`src/hdl/ibfp_pkg.sv`:
```
// Package: shared types and constants of the IMU burst frame parser.
`timescale 1ns / 1ps
package ibfp_pkg;

   localparam int POS_W        = 6;
   localparam int MOTION_WORDS = 6;

   localparam logic [7:0] SYNC_FIRST  = 8'h41;
   localparam logic [7:0] SYNC_SECOND = 8'h7A;
   localparam logic [7:0] SYNC_THIRD  = 8'h30;

   // payload byte windows: [0,SEQ_END) seq, [SEQ_END,STAMP_END) stamp, then motion
   localparam logic [POS_W-1:0] SEQ_END    = 6'd2;
   localparam logic [POS_W-1:0] STAMP_END  = 6'd10;
   localparam logic [POS_W-1:0] MOTION_END = 6'd34;

   typedef enum logic [1:0] {
      PH_HUNT = 2'd0,
      PH_GOT1 = 2'd1,
      PH_GOT2 = 2'd2,
      PH_DATA = 2'd3
   } phase_type;

   typedef struct packed {
      logic             valid;
      logic [POS_W-1:0] pos;
      logic [7:0]       data;
   } take_type;

   typedef struct packed {
      logic [15:0]                   seq;
      logic [63:0]                   stamp;
      logic [MOTION_WORDS-1:0][31:0] motion;
   } frame_type;

endpackage

```
`src/hdl/ibfp_field_collect.sv`:
```
// Field collector: byte shift registers for the sequence, timestamp and motion words.
`timescale 1ns / 1ps
module ibfp_field_collect
   import ibfp_pkg::*;
(
   input  logic      clock,
   input  take_type  take,
   output frame_type frame_next
);

   logic [15:0]                   seq_ff, seq_in;
   logic [63:0]                   stamp_ff, stamp_in;
   logic [MOTION_WORDS-1:0][31:0] motion_ff, motion_in;
   logic [POS_W-1:0]              offset;
   logic [2:0]                    word_idx;
   logic                          in_motion;

   assign offset    = take.pos - STAMP_END;
   assign word_idx  = offset[4:2];
   assign in_motion = (take.pos >= STAMP_END) && (take.pos < MOTION_END);

   always_comb begin
      seq_in    = seq_ff;
      stamp_in  = stamp_ff;
      motion_in = motion_ff;
      if (take.valid) begin
         if (take.pos < SEQ_END) begin
            seq_in = {seq_ff[7:0], take.data};
         end else if (take.pos < STAMP_END) begin
            stamp_in = {stamp_ff[55:0], take.data};
         end
         for (int k = 0; k < MOTION_WORDS; k++) begin
            if (in_motion && (word_idx == 3'(k))) begin
               motion_in[k] = {motion_ff[k][23:0], take.data};
            end
         end
      end
   end

   always_ff @(posedge clock) begin
      seq_ff    <= seq_in;
      stamp_ff  <= stamp_in;
      motion_ff <= motion_in;
   end

   // the frame is emitted on the last byte, so hand out the updated values
   assign frame_next.seq    = seq_in;
   assign frame_next.stamp  = stamp_in;
   assign frame_next.motion = motion_in;

endmodule

```
`src/hdl/imu_burst_frame_parser.sv`:
```
// Top level: sync hunt, payload counting and the frame output register.
// The frame output is registered: a frame appears on rsp_ in the cycle after its last payload word is accepted.
// Throughput: one word per cycle unless req_stall holds it; a frame takes 3 sync words plus PAYLOAD_BYTES words.
// req_stall rises only at the last payload position while a frame still waits.
// Reset (synchronous, active high) returns to the sync hunt and empties the output.
`timescale 1ns / 1ps
module imu_burst_frame_parser
   import ibfp_pkg::*;
#(
   parameter int PAYLOAD_BYTES = 34
) (
   input  logic               clock,
   input  logic               reset,
   input  logic               req_valid,
   output logic               req_stall,
   input  logic [7:0]         req_rx_byte,
   output logic               rsp_valid,
   input  logic               rsp_stall,
   output logic [15:0]        rsp_frame_seq,
   output logic [63:0]        rsp_stamp_bits,
   output logic signed [31:0] rsp_accel_x_raw,
   output logic signed [31:0] rsp_accel_y_raw,
   output logic signed [31:0] rsp_accel_z_raw,
   output logic signed [31:0] rsp_rate_x_raw,
   output logic signed [31:0] rsp_rate_y_raw,
   output logic signed [31:0] rsp_rate_z_raw
);

   localparam logic [POS_W-1:0] LAST_POS = POS_W'(PAYLOAD_BYTES - 1);

   phase_type        phase_ff, phase_in;
   logic [POS_W-1:0] pos_ff, pos_in;
   logic             rsp_valid_ff, rsp_valid_in;
   frame_type        frame_ff, frame_in;
   frame_type        frame_next;
   take_type         take;
   logic             accept;
   logic             last_byte;
   logic             fire;
   logic             take_en;

   assign last_byte = (phase_ff == PH_DATA) && (pos_ff == LAST_POS);
   // hold the last payload word while the previous frame has not been taken
   assign req_stall = last_byte && rsp_valid_ff && rsp_stall;
   assign accept    = req_valid && !req_stall;

   // next state
   always_comb begin
      phase_in = phase_ff;
      pos_in   = pos_ff;
      if (accept) begin
         unique case (phase_ff)
            PH_HUNT: begin
               phase_in = (req_rx_byte == SYNC_FIRST) ? PH_GOT1 : PH_HUNT;
            end
            PH_GOT1: begin
               if (req_rx_byte == SYNC_SECOND) begin
                  phase_in = PH_GOT2;
               end else begin
                  phase_in = (req_rx_byte == SYNC_FIRST) ? PH_GOT1 : PH_HUNT;
               end
            end
            PH_GOT2: begin
               if (req_rx_byte == SYNC_THIRD) begin
                  phase_in = PH_DATA;
                  pos_in   = '0;
               end else begin
                  phase_in = (req_rx_byte == SYNC_FIRST) ? PH_GOT1 : PH_HUNT;
               end
            end
            PH_DATA: begin
               if (last_byte) begin
                  phase_in = PH_HUNT;
                  pos_in   = '0;
               end else begin
                  pos_in = pos_ff + 1'b1;
               end
            end
            default: begin
               phase_in = PH_HUNT;
               pos_in   = '0;
            end
         endcase
      end
   end

   // outputs of the state machine
   always_comb begin
      take_en = 1'b0;
      fire    = 1'b0;
      unique case (phase_ff)
         PH_DATA: begin
            take_en = accept;
            fire    = accept && last_byte;
         end
         default: begin
            take_en = 1'b0;
            fire    = 1'b0;
         end
      endcase
   end

   assign take.valid = take_en;
   assign take.pos   = pos_ff;
   assign take.data  = req_rx_byte;

   ibfp_field_collect u_collect (
      .clock      (clock),
      .take       (take),
      .frame_next (frame_next)
   );

   assign rsp_valid_in = fire || (rsp_valid_ff && rsp_stall);
   assign frame_in     = fire ? frame_next : frame_ff;

   always_ff @(posedge clock) begin
      if (reset) begin
         phase_ff     <= PH_HUNT;
         pos_ff       <= '0;
         rsp_valid_ff <= 1'b0;
      end else begin
         phase_ff     <= phase_in;
         pos_ff       <= pos_in;
         rsp_valid_ff <= rsp_valid_in;
      end
   end

   always_ff @(posedge clock) begin
      frame_ff <= frame_in;
   end

   assign rsp_valid       = rsp_valid_ff;
   assign rsp_frame_seq   = frame_ff.seq;
   assign rsp_stamp_bits  = frame_ff.stamp;
   assign rsp_accel_x_raw = frame_ff.motion[0];
   assign rsp_accel_y_raw = frame_ff.motion[1];
   assign rsp_accel_z_raw = frame_ff.motion[2];
   assign rsp_rate_x_raw  = frame_ff.motion[3];
   assign rsp_rate_y_raw  = frame_ff.motion[4];
   assign rsp_rate_z_raw  = frame_ff.motion[5];

   a_pos_idle: assert property (@(posedge clock) disable iff (reset)
      (phase_ff != PH_DATA) |-> (pos_ff == '0))
      else $error("payload position not cleared outside payload");

   a_pos_range: assert property (@(posedge clock) disable iff (reset)
      (phase_ff == PH_DATA) |-> (pos_ff <= LAST_POS))
      else $error("payload position beyond frame length");

   a_fire_valid: assert property (@(posedge clock) disable iff (reset)
      fire |=> (rsp_valid && (phase_ff == PH_HUNT)))
      else $error("frame completion did not load output and restart hunt");

   a_no_overwrite: assert property (@(posedge clock) disable iff (reset)
      (rsp_valid_ff && rsp_stall) |-> !fire)
      else $error("pending frame overwritten");

endmodule

```
`config.mk`:
```
export PLATFORM = sky130hd
export DESIGN_NAME = imu_burst_frame_parser
export DESIGN_NICKNAME = d
export VERILOG_FILES = /design/src/hdl/ibfp_pkg.sv /design/src/hdl/ibfp_field_collect.sv /design/src/hdl/imu_burst_frame_parser.sv
export SDC_FILE = /design/constraint.sdc
export NUM_CORES = 1
export LEC_CHECK = 0
export BUFFER_PORTS_ARGS = -buffer_cell sky130_fd_sc_hd__buf_4
export CAP_MARGIN = 20
export CELL_PAD_IN_SITES_DETAIL_PLACEMENT = 1
export CELL_PAD_IN_SITES_GLOBAL_PLACEMENT = 1
export CORE_MARGIN = 3
export CORE_UTILIZATION = 39
export DETAILED_ROUTE_END_ITERATION = 10
export PLACE_DENSITY = 0.66
export SLEW_MARGIN = 20
export SYNTH_ARGS = -nofsm -noshare
export SYNTH_HDL_FRONTEND = slang
export SYNTH_HIERARCHICAL = 1
export SYNTH_SLANG_ARGS = --single-unit
```
`constraint.sdc`:
```
create_clock -name clock -period 16.2 [get_ports clock]
set_input_delay 1.62 -clock clock [delete_from_list [all_inputs] [get_ports clock]]
set_output_delay 1.62 -clock clock [all_outputs]
set_load 0.005 [all_outputs]
```
Word-level counts from Yosys, hierarchy flattened
Cells that the tools add are included.
{"block": "word_totals", "wordCells": 81, "in_bits": 12, "register_bits": 553}
{"block": "op_classes", "magnitude_cmp": 4, "muxes": 22, "addsub": 2, "eq_ne": 14, "reduce_logical": 20}
{"operator": "$mux W192", "n": 1}
{"operator": "$mux W32", "n": 6}
{"operator": "$mux W64", "n": 3}
{"operator": "$mux W16", "n": 2}
{"operator": "$eq A8 B7 Y1 const B", "n": 2}
{"operator": "$logic_and A1 B1 Y1", "n": 13}
{"operator": "$mux W6", "n": 2}
{"operator": "$pmux W6 S2", "n": 1}
{"operator": "$eq A8 B6 Y1 const B", "n": 1}
{"operator": "$pmux W2 S4", "n": 1}
{"operator": "$add A6 B1 Y6 const B", "n": 1}
{"operator": "$eq A3 B2 Y1 const B", "n": 2}
{"operator": "$eq A3 B3 Y1 const B", "n": 2}
{"operator": "$eq A6 B6 Y1 const B", "n": 1}
{"operator": "$ge A6 B4 Y1 const B", "n": 1}
{"operator": "$lt A6 B2 Y1 const B", "n": 1}
{"operator": "$lt A6 B4 Y1 const B", "n": 1}
{"operator": "$lt A6 B6 Y1 const B", "n": 1}
{"operator": "$mux W2", "n": 3}
{"operator": "$sub A5 B4 Y5 const B", "n": 1}
{"operator": "$eq A2 B2 Y1 const B", "n": 2}
{"operator": "$ne A2 B2 Y1 const B", "n": 2}
{"operator": "$eq A3 B1 Y1 const B", "n": 1}
{"operator": "$logic_not A3 Y1", "n": 1}
{"operator": "other kinds (8)", "n": 10}

Depth between registers and ports, before layout
Gate-level depths: netlist (run 1).
{"block": "logic_depth", "depth_word": 9, "mapped_depth": 10}

By module
The synthesis (run 1) kept the hierarchy.
{"module": "ibfp_field_collect", "cells_each": 595, "instances": 1, "area_each_um2": 8901.0}
{"module": "imu_burst_frame_parser", "cells_each": 358, "instances": 1, "area_each_um2": 8832.2}

Worst setup path after synthesis (run 1)
OpenSTA, ideal clock, no wires.
{"block": "synth_path", "kind": "input port to flip-flop", "start": "input req_valid", "end": "register frame_ff, in the netlist rsp_accel_x_raw[0] (enable)", "required_ns": 15.289, "t_arrival_ns": 13.159, "n_path_buf": 0, "setup_slack_ns": 2.130, "setup_ns": 0.911, "stages": 3, "cell_sequence": "and3_1 -> nand3_1 -> nor2_1"}
{"block": "synth_between", "elab_chain_len": 3}
{"item": "from (decl)", "line": "imu_burst_frame_parser.sv:14", "rtl": "input logic req_valid,"}
{"item": "$logic_and A1 B1 Y1", "line": "imu_burst_frame_parser.sv:45", "rtl": "assign accept = req_valid && !req_stall;"}
{"item": "$logic_and A1 B1 Y1", "line": "imu_burst_frame_parser.sv:94", "rtl": "fire = accept && last_byte;"}
{"item": "$mux W1", "line": "imu_burst_frame_parser.sv:91", "rtl": "unique case (phase_ff)"}
{"item": "via fire", "line": "imu_burst_frame_parser.sv:39", "rtl": "logic fire;"}
{"item": "to (signal assigned)", "line": "imu_burst_frame_parser.sv:129", "rtl": "frame_ff <= frame_in;"}
{"item": "to (decl)", "line": "imu_burst_frame_parser.sv:34", "rtl": "frame_type frame_ff, frame_in;"}
The timed path passes the listed nets, and every way through them passes these cells.
A chain may end at the register's enable or synchronous reset.

Worst setup path after layout (run 1)
{"block": "layout_path", "start": "input rsp_stall", "end": "output req_stall"}
{"block": "layout_between", "elab_chain_len": 1}
{"item": "from (decl)", "line": "imu_burst_frame_parser.sv:18", "rtl": "input logic rsp_stall,"}
{"item": "$logic_and A1 B1 Y1", "line": "imu_burst_frame_parser.sv:44", "rtl": "assign req_stall = last_byte && rsp_valid_ff && rsp_stall;"}
{"item": "to (decl)", "line": "imu_burst_frame_parser.sv:15", "rtl": "output logic req_stall,"}
No other way between the ends.

==> results of run 1 <==
[state kept, by name, summed over array words and instances, names as in the netlist]
signal,cells
pos_ff,6
rsp_rate_y_raw,32
rsp_valid,1
rsp_accel_x_raw,32
rsp_accel_y_raw,32
rsp_rate_x_raw,32
rsp_stamp_bits,64
phase_ff,2
rsp_accel_z_raw,32
u_collect/motion_ff,192
rsp_rate_z_raw,32
u_collect/stamp_ff,64
u_collect/seq_ff,16
rsp_frame_seq,16
[cell families (layout without fill, tap and decap cells)]
family,after synthesis,in the layout,share of synthesized area [%]
buffers and inverters,37,405,1.20
XOR/XNOR,3,3,0.233
AO/OA/AOI/OAI,26,26,1.13
multiplexers,273,273,17.3
flip-flops,553,553,77.8
AND/OR/NAND/NOR,57,57,2.04
adder cells (fa/ha/maj),4,4,0.282
[power groups by stage]
stage          sequential [W]  clock [W]  combinational, W
5_1_grt               0.00146    0.00142         0.0000210
3_5_place_dp          0.00149          0         0.0000198
3_3_place_gp          0.00149          0         0.0000194
6_report              0.00146    0.00131         0.0000191
4_1_cts               0.00146    0.00135         0.0000199
2_1_floorplan         0.00149          0        0.00000873
[how the worst max path moves through the flow]
stage	endpoint	cells past startpoint	slack, ns	start
5_1_grt	req_stall	4	12.25	rsp_stall
6_report	req_stall	4	12.30	rsp_stall
2_1_floorplan	rsp_accel_x_raw[0]	3	2.13	req_valid
4_1_cts	req_stall	4	12.29	rsp_stall
3_5_place_dp	rsp_stamp_bits[57]	7	11.78	req_valid
3_3_place_gp	rsp_stamp_bits[56]	7	11.80	rsp_stall
[cell usage after synthesis, types with 4 or more instances]
cell type	instances
a31oi_1	4
buf_2	11
buf_4	14
clkbuf_1	5
dfxtp_1	281
edfxtp_1	272
ha_1	4
inv_1	6
mux2_1	16
mux2_2	257
nand2_1	16
nand3_1	6
nor2_1	5
nor4_1	4
[final cells by class]
type	count	area share, %
Clock buffer	79	7.07
Clock inverter	24	1.46
Inverter	6	0.100
Multi-Input combinational cell	363	16.7
Sequential cell	553	61.3
Tap cell	592	3.29
Timing Repair Buffer	296	10.0
[metal layers]
layer,global-route usage [%],vias to the layer above,routed length (um),part of all wire [%]
met2,25.3,215,18000,48
met4,4.36,0,814,2.2
met3,5.39,57,2950,7.9
met1,19.6,4459,15600,42
li1,-,4195,-,-
met5,0,-,0,0
[metrics by stage]
stage / instance area, um2 / std cells
after floorplan: 17700 / 953
after global routing: 22500 / 1913
after CTS: 22500 / 1912
final: 22500 / 1913
after global placement: 20500 / 1809
after detailed placement: 20500 / 1809
[cell usage in the layout, fill, tap and decap left out, types with 4 or more instances in the layout]
cell | synthesis | final
buf_4 | 14 | 294
dfxtp_1 | 281 | 281
edfxtp_1 | 272 | 272
mux2_2 | 257 | 257
clkbuf_16 | 0 | 58
nand2_1 | 16 | 16
mux2_1 | 16 | 16
clkbuf_1 | 5 | 15
inv_1 | 6 | 6
nand3_1 | 6 | 6
clkbuf_8 | 0 | 6
bufinv_16 | 0 | 6
a31oi_1 | 4 | 4
nor4_1 | 4 | 4
nor2_1 | 5 | 4
ha_1 | 4 | 4
clkinvlp_4 | 0 | 4
inv_6 | 0 | 4
clkinv_2 | 0 | 4
clkinv_4 | 0 | 4
==> impl_metrics.env, run 1 <==
export IMPL_outcome="complete, no violations"
export IMPL_overflow=0
export IMPL_core_mm2=0.0446
export IMPL_syn_nets=969
export IMPL_clkTransAtPathRegs_ns=0.06
export IMPL_dieWidth_um=219
export IMPL_cts_resized_gates=0
export IMPL_reg2reg_to="rsp_stamp_bits[59]"
export IMPL_ios=286
export IMPL_die_area_mm2=0.0481
export IMPL_pwr_share_clk_pct=47.0
export IMPL_ys_flop_type="dfxtp_1"
export IMPL_drc_errors=0
export IMPL_fin_util_pct=50.4
export IMPL_crit_arrival_ns=2.28
export IMPL_hp_class="reg2reg"
export IMPL_start_util_pct=39.8
export IMPL_startpoint_type="input port"
export IMPL_leakagePower_nw=8.46
export IMPL_pwr_share_seq_pct=52.4
export IMPL_yosys_area_top_type="edfxtp_1"
export IMPL_place_ws_ns=11.78
export IMPL_drv_slew=0
export IMPL_ys_seq_area_share_pct=77.8
export IMPL_p_per_area_mw_per_mm2=124
export IMPL_antenna_left=0
export IMPL_avgSynthCellArea_um2=18.6
export IMPL_rsz0062_at_grt="no"
export IMPL_tns_ns=0
export IMPL_hold_violations=0
export IMPL_crit_path_max_fanout=3
export IMPL_io_buffers=285
export IMPL_cp_end_kind="output pin"
export IMPL_synth_edf_count=272
export IMPL_nFillCells=4175
export IMPL_ys_top_cells_by_area="edfxtp_1 (46%), dfxtp_1 (32%), mux2_2 (16%)"
export IMPL_cp_top_family="simple AND/OR/NAND/NOR gates"
export IMPL_finalCritPeriodShare_pct=24.1
export IMPL_synth_cells=953
export IMPL_routed_wl_mm=37.5
export IMPL_max_slew_margin_rel_pct=40.0
export IMPL_cts_tree="yes"
export IMPL_comb_power_share_pct=0.7
export IMPL_cp_required_ns=14.58
export IMPL_whs_endpoint="u_collect/stamp_ff[61]"
export IMPL_min_path_cells=1
export IMPL_grt_pass1_wl_mm=57.0
export IMPL_vdd_drop_max_mv=0.0953
export IMPL_drive_gt1_share_pct=49.6
export IMPL_fin_nets=1291
export IMPL_ys_seq_elements=553
export IMPL_path_buf_inv=2
export IMPL_worst_pin_slew_ns=0.897
export IMPL_antennaDiodeCount=0
export IMPL_cts_hold_buf=0
export IMPL_root_buffer="clkbuf_16"
export IMPL_synth_top_area_share_pct=46.1
export IMPL_numCtsBuffers=55
export IMPL_post_drt_wl_per_cell_um=19.6
export IMPL_dp_hpwl_mm=24.0
export IMPL_setup_viol=0
export IMPL_multi_input_area_mm2=0.00376
export IMPL_slowest_delay_ns=0.21
export IMPL_fin_hold_ws_ns=0.465
export IMPL_vias=8926
export IMPL_r2r_start="pos_ff[1]"
export IMPL_htreeDepth=2
export IMPL_rows=77
export IMPL_cts_setup_buffers=0
export IMPL_fin_skew_ns=0.0201
export IMPL_grt_usage_pct=15.5
export IMPL_clock_sinks=553
export IMPL_grt_max_degree=183
export IMPL_via_per_inst=4.67
export IMPL_drtPass1Iterations=4
export IMPL_p_sw_share_pct=19.4
export IMPL_first_global_vias=9609
export IMPL_ff2ff_path_depth=8
export IMPL_cpMaxStageDelayCell="and4b_1"
export IMPL_intPower_w=0.00225
export IMPL_cap_violations=0
export IMPL_globalplace_congestion=0.734
export IMPL_path_class="in2out"
export IMPL_cpMostUsedCell="buf_4"
export IMPL_async_flop_share_pct=0
export IMPL_die_y_um=219
export IMPL_clock_fmax_mhz=257
export IMPL_cts_buffer_depth=3
export IMPL_switchingPower_w=0.000541
export IMPL_r2r_slack_ns=12.71
export IMPL_antenna_found_initial=1
export IMPL_ys_warn_count=6
export IMPL_insertion_delay_ns=0.59
export IMPL_syn_cell_area_mm2=0.0177
export IMPL_yosysUniqueCellTypes=49
export IMPL_seqCellArea_mm2=0.0138
export IMPL_crit_chain="buf_4 -> and2_1 -> and4b_1 -> buf_4"
export IMPL_power_w=0.00279
export IMPL_min_period_ns=3.90
export IMPL_finalWorstSetupSlack_ns=12.30
export IMPL_syn_to_final_growth_pct=26.8
export IMPL_hold_start="u_collect/stamp_ff[61]"
export IMPL_drt_iter0_markers=460
Power figures use the tool's default switching activity.
==> inputs of run 2 (changes only) <==
==> constraint.sdc (replaced) <==
create_clock -name clock -period 4 [get_ports clock]
set_input_delay 0.4 -clock clock [delete_from_list [all_inputs] [get_ports clock]]
set_output_delay 0.4 -clock clock [all_outputs]
set_load 0.005 [all_outputs]
==> run 2 against run 1 <==
- first-iteration DRC count is 2.8% higher
- critical path depth is 4 higher
- clock-buffer cell count is 3 lower
- clock skew is 0.0069 ns lower
- critical path type is now reg2reg
==> impl_metrics.env, run 2 (synthesis gave the netlist of run 1 again) <==
export IMPL_outcome="complete, no violations"
export IMPL_vdd_drop_max_mv=0.300
export IMPL_htreeDepth=2
export IMPL_grt_max_degree=80
export IMPL_mostFrequentLayoutCells="buf_4 (298), dfxtp_1 (279), edfxtp_1 (272), mux2_2 (257), clkbuf_16 (57)"
export IMPL_power_w=0.0112
export IMPL_die_y_um=219
export IMPL_die_area_mm2=0.0481
export IMPL_hp_class="in2reg"
export IMPL_min_period_ns=3.46
export IMPL_worst_pin_slew_ns=0.879
export IMPL_setup_viol=0
export IMPL_max_slew_margin_rel_pct=41.2
export IMPL_design_area_mm2=0.0225
export IMPL_antenna_found_initial=2
export IMPL_top_register="u_collect/motion_ff"
export IMPL_drv_slew=0
export IMPL_ff2ff_path_depth=8
export IMPL_crit_arrival_ns=3.77
export IMPL_cap_violations=0
export IMPL_cts_tree="yes"
export IMPL_topRoutingLayerUsed="met4"
export IMPL_cp_required_ns=4.31
export IMPL_cts_buffer_depth=3
export IMPL_drt_iter0_markers=473
export IMPL_via_per_inst=4.67
export IMPL_drc_errors=0
export IMPL_min_path_cells=2
export IMPL_numCtsBuffers=55
export IMPL_grt_pass1_wl_mm=56.4
export IMPL_grt_usage_pct=15.4
export IMPL_routed_wl_mm=37.7
export IMPL_tns_ns=0
export IMPL_path_class="reg2reg"
export IMPL_insertion_delay_ns=0.58
export IMPL_root_buffer="clkbuf_16"
export IMPL_first_global_vias=9514
export IMPL_dp_hpwl_mm=24.5
export IMPL_reg2reg_to="rsp_stamp_bits[59]"
export IMPL_start_util_pct=39.8
export IMPL_fin_nets=1295
export IMPL_startpoint_type="register"
export IMPL_rsz0062_at_grt="no"
export IMPL_layout_commonest_cell="buf_4"
export IMPL_dieWidth_um=219
export IMPL_dr_wl_met2_mm=17.9
export IMPL_hold_start="reset"
export IMPL_antenna_left=0
export IMPL_hold_violations=0
export IMPL_cts_resized_gates=0
export IMPL_overflow=0
export IMPL_globalplace_congestion=0.743
export IMPL_clkTransAtPathRegs_ns=0.06
export IMPL_placed_cell_area_mm2=0.0206
export IMPL_r2r_start="pos_ff[1]"
export IMPL_rows=77
export IMPL_core_mm2=0.0446
export IMPL_drive_gt1_share_pct=50.2
export IMPL_post_drt_wl_per_cell_um=19.6
export IMPL_finalCritPeriodShare_pct=86.5
export IMPL_drtPass1Iterations=5
export IMPL_vias=8946
export IMPL_fin_skew_ns=0.0132
export IMPL_crit_path_max_fanout=64
export IMPL_p_per_area_mw_per_mm2=497
export IMPL_leakagePower_nw=8.43
export IMPL_syn_to_final_growth_pct=26.7
export IMPL_clock_fmax_mhz=289
export IMPL_cts_setup_buffers=0
export IMPL_cts_hold_buf=0
export IMPL_r2r_slack_ns=0.54
export IMPL_drt_met1_wl_mm=16.1
export IMPL_io_buffers=285
export IMPL_whs_endpoint="rsp_valid"
export IMPL_wl_met3_mm=2.86
export IMPL_largest_reg_flops=192
export IMPL_clock_sinks=553
export IMPL_cp_end_kind="register"
export IMPL_ios=286
run 2: cell types whose count changed in the layout (fill, tap and decap cells not counted), sizes merged:
cell	change
buf	+4
clkinvlp	-3
clkbuf	-3
inv	-4
clkinv	+10
diode	+1
bufinv	-1
run 2: area by class of cell:
| type | instances | area [um2] |
|---|---|---|
| flip-flops and latches | 553 | 13800 |
| well taps | 592 | 741 |
| diodes | 1 | 2.50 |
| multi-input cells | 363 | 3770 |
| clock inverters | 26 | 274 |
| inverters | 6 | 22.5 |
| clock buffers | 76 | 1580 |
| fillers | 4210 | 22100 |
| repair buffers | 300 | 2280 |
run 2: how the worst max path moves through the flow:
| stage | start | end | slack [ns] | cells past startpoint |
|---|---|---|---|---|
| floorplan | pos_ff[1] | rsp_accel_x_raw[0] | -1.38 | 6 |
| global placement | pos_ff[1] | rsp_stamp_bits[56] | 0.70 | 8 |
| detailed placement | pos_ff[1] | rsp_stamp_bits[56] | 0.58 | 8 |
| CTS | pos_ff[1] | rsp_stamp_bits[59] | 0.54 | 8 |
| global route | pos_ff[1] | rsp_stamp_bits[59] | 0.33 | 8 |
| finish | pos_ff[1] | rsp_stamp_bits[59] | 0.54 | 8 |
run 2: stage by stage:
stage               setup WS, ns  utilization, %  hold WS (ns)  instances
floorplan                  -1.38               -         0.435        953
global placement           0.699            46.2         0.444       1814
detailed placement         0.580            46.2         0.457       1814
CTS                        0.543            50.4        0.0673       1916
global route               0.332            50.4        0.0967       1916
finish                     0.542            50.4         0.112       1917
run 2: power by group:
group / total [W] / switching [W] / internal [W]
combinational: 0.0000786 / 0.0000501 / 0.0000285
sequential: 0.00592 / 0.0000102 / 0.00591
clock: 0.00515 / 0.00207 / 0.00308
run 2: worst max-delay path, cell delays in order, from the launching register on:
cell	delay (ns)
dfxtp_2	0.42
inv_2	0.06
ha_1	0.17
nor2b_1	0.20
a31oi_1	0.39
nand2_1	0.34
or4_2	0.72
buf_4	0.40
mux2_1	0.45
run 2: layer usage:
| layer | up-vias | track usage [%] |
|---|---|---|
| met3 | 59 | 5.19 |
| met2 | 225 | 25.1 |
| li1 | 4202 | - |
| met4 | 0 | 4.99 |
| met5 | - | 0 |
| met1 | 4460 | 19.5 |
==> inputs of run 3 (changes only) <==
--- a/config.mk
+++ b/config.mk
@@ -12,7 +12,9 @@
 export CORE_MARGIN = 3
 export CORE_UTILIZATION = 39
 export DETAILED_ROUTE_END_ITERATION = 10
-export PLACE_DENSITY = 0.66
+export GPL_TIMING_DRIVEN = 0
+export PLACE_DENSITY_LB_ADDON = 0.05
+export REMOVE_ABC_BUFFERS = 1
 export SLEW_MARGIN = 20
 export SYNTH_ARGS = -nofsm -noshare
 export SYNTH_HDL_FRONTEND = slang
==> run 3 against run 2 <==
- critical path depth up 3
- global-route usage down 0.12 points
- via count down 0.19%
- clock skew rose by 0.0042 ns
- first-iteration DRC count fell by 13%
- sequential cell count unchanged
- maximum frequency is 2.8% lower
- clock power is essentially flat
- register-to-register slack worse by 0.10 ns
- die area unchanged
- critical endpoint is now rsp_accel_x_raw[1]
==> impl_metrics.env, run 3 (synthesis gave the netlist of run 1 again) <==
export IMPL_grt_pass1_wl_mm=55.9
export IMPL_cts_hold_buf=0
export IMPL_numCtsBuffers=56
export IMPL_comb_power_share_pct=0.7
export IMPL_fin_skew_ns=0.0174
export IMPL_drc_errors=0
export IMPL_grt_max_degree=55
export IMPL_vdd_drop_max_mv=0.398
export IMPL_cp_end_kind="register"
export IMPL_hold_violations=0
export IMPL_dp_hpwl_mm=25.4
export IMPL_start_util_pct=39.8
export IMPL_path_buf_inv=7
export IMPL_core_mm2=0.0446
export IMPL_overflow=0
export IMPL_layout_commonest_cell="buf_4"
export IMPL_startpoint_type="register"
export IMPL_cts_tree="yes"
export IMPL_top_register="u_collect/motion_ff"
export IMPL_rows=77
export IMPL_die_area_mm2=0.0481
export IMPL_drt_iter0_markers=410
export IMPL_crit_arrival_ns=3.85
export IMPL_largest_reg_flops=192
export IMPL_max_slew_margin_rel_pct=39.8
export IMPL_crit_path_max_fanout=25
export IMPL_syn_to_final_growth_pct=28.8
export IMPL_cp_top_family="buffers and inverters"
export IMPL_r2r_start="pos_ff[1]"
export IMPL_ios=286
export IMPL_p_sw_share_pct=19.0
export IMPL_crit_chain="inv_1 -> ha_1 -> nor2b_1 -> nand3_1 -> nor2_4 -> buf_12 -> buf_12 -> buf_12 -> buf_16 -> buf_12 -> buf_16"
export IMPL_hp_class="in2reg"
export IMPL_slowest_delay_ns=0.64
export IMPL_worst_pin_slew_ns=0.901
export IMPL_first_global_vias=9544
export IMPL_rsz0062_at_grt="no"
export IMPL_finalCritPeriodShare_pct=89.0
export IMPL_leakagePower_nw=8.58
export IMPL_cpMostUsedCell="buf_12"
export IMPL_pwr_share_seq_pct=53.2
export IMPL_drive_gt1_share_pct=50.1
export IMPL_drv_slew=0
export IMPL_cpMaxStageDelayCell="nor2_4"
export IMPL_p_per_area_mw_per_mm2=488
export IMPL_min_period_ns=3.56
export IMPL_post_drt_wl_per_cell_um=19.1
export IMPL_pwr_share_clk_pct=46.1
export IMPL_io_buffers=285
export IMPL_setup_viol=0
export IMPL_cts_setup_buffers=0
export IMPL_htreeDepth=2
export IMPL_grt_usage_pct=15.3
export IMPL_cts_buffer_depth=3
export IMPL_cp_required_ns=4.29
export IMPL_intPower_w=0.00903
export IMPL_clock_sinks=553
export IMPL_die_y_um=219
export IMPL_outcome="complete, no violations"
export IMPL_fin_nets=1309
export IMPL_drtPass1Iterations=6
export IMPL_insertion_delay_ns=0.58
export IMPL_cap_violations=0
export IMPL_routed_wl_mm=37.0
export IMPL_via_per_inst=4.62
export IMPL_crit_start="pos_ff[1]"
export IMPL_nFillCells=4173
export IMPL_dp_cells=1827
export IMPL_antenna_left=0
export IMPL_stdcell_count=1932
export IMPL_cts_resized_gates=0
export IMPL_vias=8929
export IMPL_antenna_found_initial=2
export IMPL_globalplace_congestion=0.710
export IMPL_hold_start="reset"
export IMPL_mostFrequentLayoutCells="buf_4 (285), dfxtp_1 (281), edfxtp_1 (272), mux2_2 (257), clkbuf_16 (57)"
export IMPL_fin_util_pct=51.2
export IMPL_switchingPower_w=0.00211
export IMPL_clock_fmax_mhz=281
export IMPL_clkTransAtPathRegs_ns=0.06
export IMPL_root_buffer="clkbuf_16"
export IMPL_path_class="reg2reg"
export IMPL_dieWidth_um=219
-- run 3: changes by cell type in the layout (fill, tap and decap cells not counted), sizes merged --
cell and change:
buf +13, bufinv -1, clkbuf +7, clkinv -3, clkinvlp -1, diode +1
inv -1
-- run 3: worst reg2reg max path, delay by kind of cell (launching register included) --
kind / cells / cell delay (ns)
buffers and inverters: 7 / 1.42
and+or+nand+nor: 3 / 1.30
DFF: 1 / 0.39
adders and majority gates: 1 / 0.15
-- run 3: area by class of cell --
class	count	area [um2]	area share (%)
tap	592	741	3.24
clock inverter	20	198	0.866
sequential	553	13800	60.4
clock buffer	83	1640	7.20
timing repair buffer	313	2660	11.7
inverter	6	22.5	0.0986
antenna	2	5.00	0.0219
multi-input combinational	363	3770	16.5
-- run 3: layer usage --
metal	GRT usage [%]	routed length, um	up-vias
met3	5.59	2990	57
li1	-	-	4237
met4	4.88	848	0
met5	0	0	-
met2	25.8	18200	204
met1	18.4	15000	4431
-- run 3: path summary, 6_finish.rpt --
check	endpoint	slack, ns	depth (start not counted)
worst max register to register	rsp_accel_x_raw[1]	0.44	11
worst min register to register	u_collect/stamp_ff[57]	0.47	1
worst max-delay path	rsp_accel_x_raw[1]	0.44	11
worst min-delay path	phase_ff[0]	0.10	2
-- run 3: metrics by stage --
stage	TNS [ns]	setup WS [ns]	power, W	hold WS [ns]	cell area [um2]
6_report	0	0.441	0.0111	0.103	22800
5_1_grt	0	0.0495	0.0116	0.0718	22800
4_1_cts	0	0.362	0.0113	0.0546	22800
3_5_place_dp	0	0.377	0.00613	0.458	21000
3_3_place_gp	-4485.96	-15.92	0.00612	0.444	20400
2_1_floorplan	-2503.35	-9.20	0.00608	0.435	17500
-- run 3: power groups by stage --
stage                     Combinational, W  Clock (W)  Sequential [W]
after floorplan                  0.0000310          0         0.00604
after detailed placement         0.0000788          0         0.00605
after global placement           0.0000768          0         0.00605
final                            0.0000754    0.00514         0.00593
after CTS                        0.0000790    0.00532         0.00592
after global routing             0.0000849    0.00557         0.00592
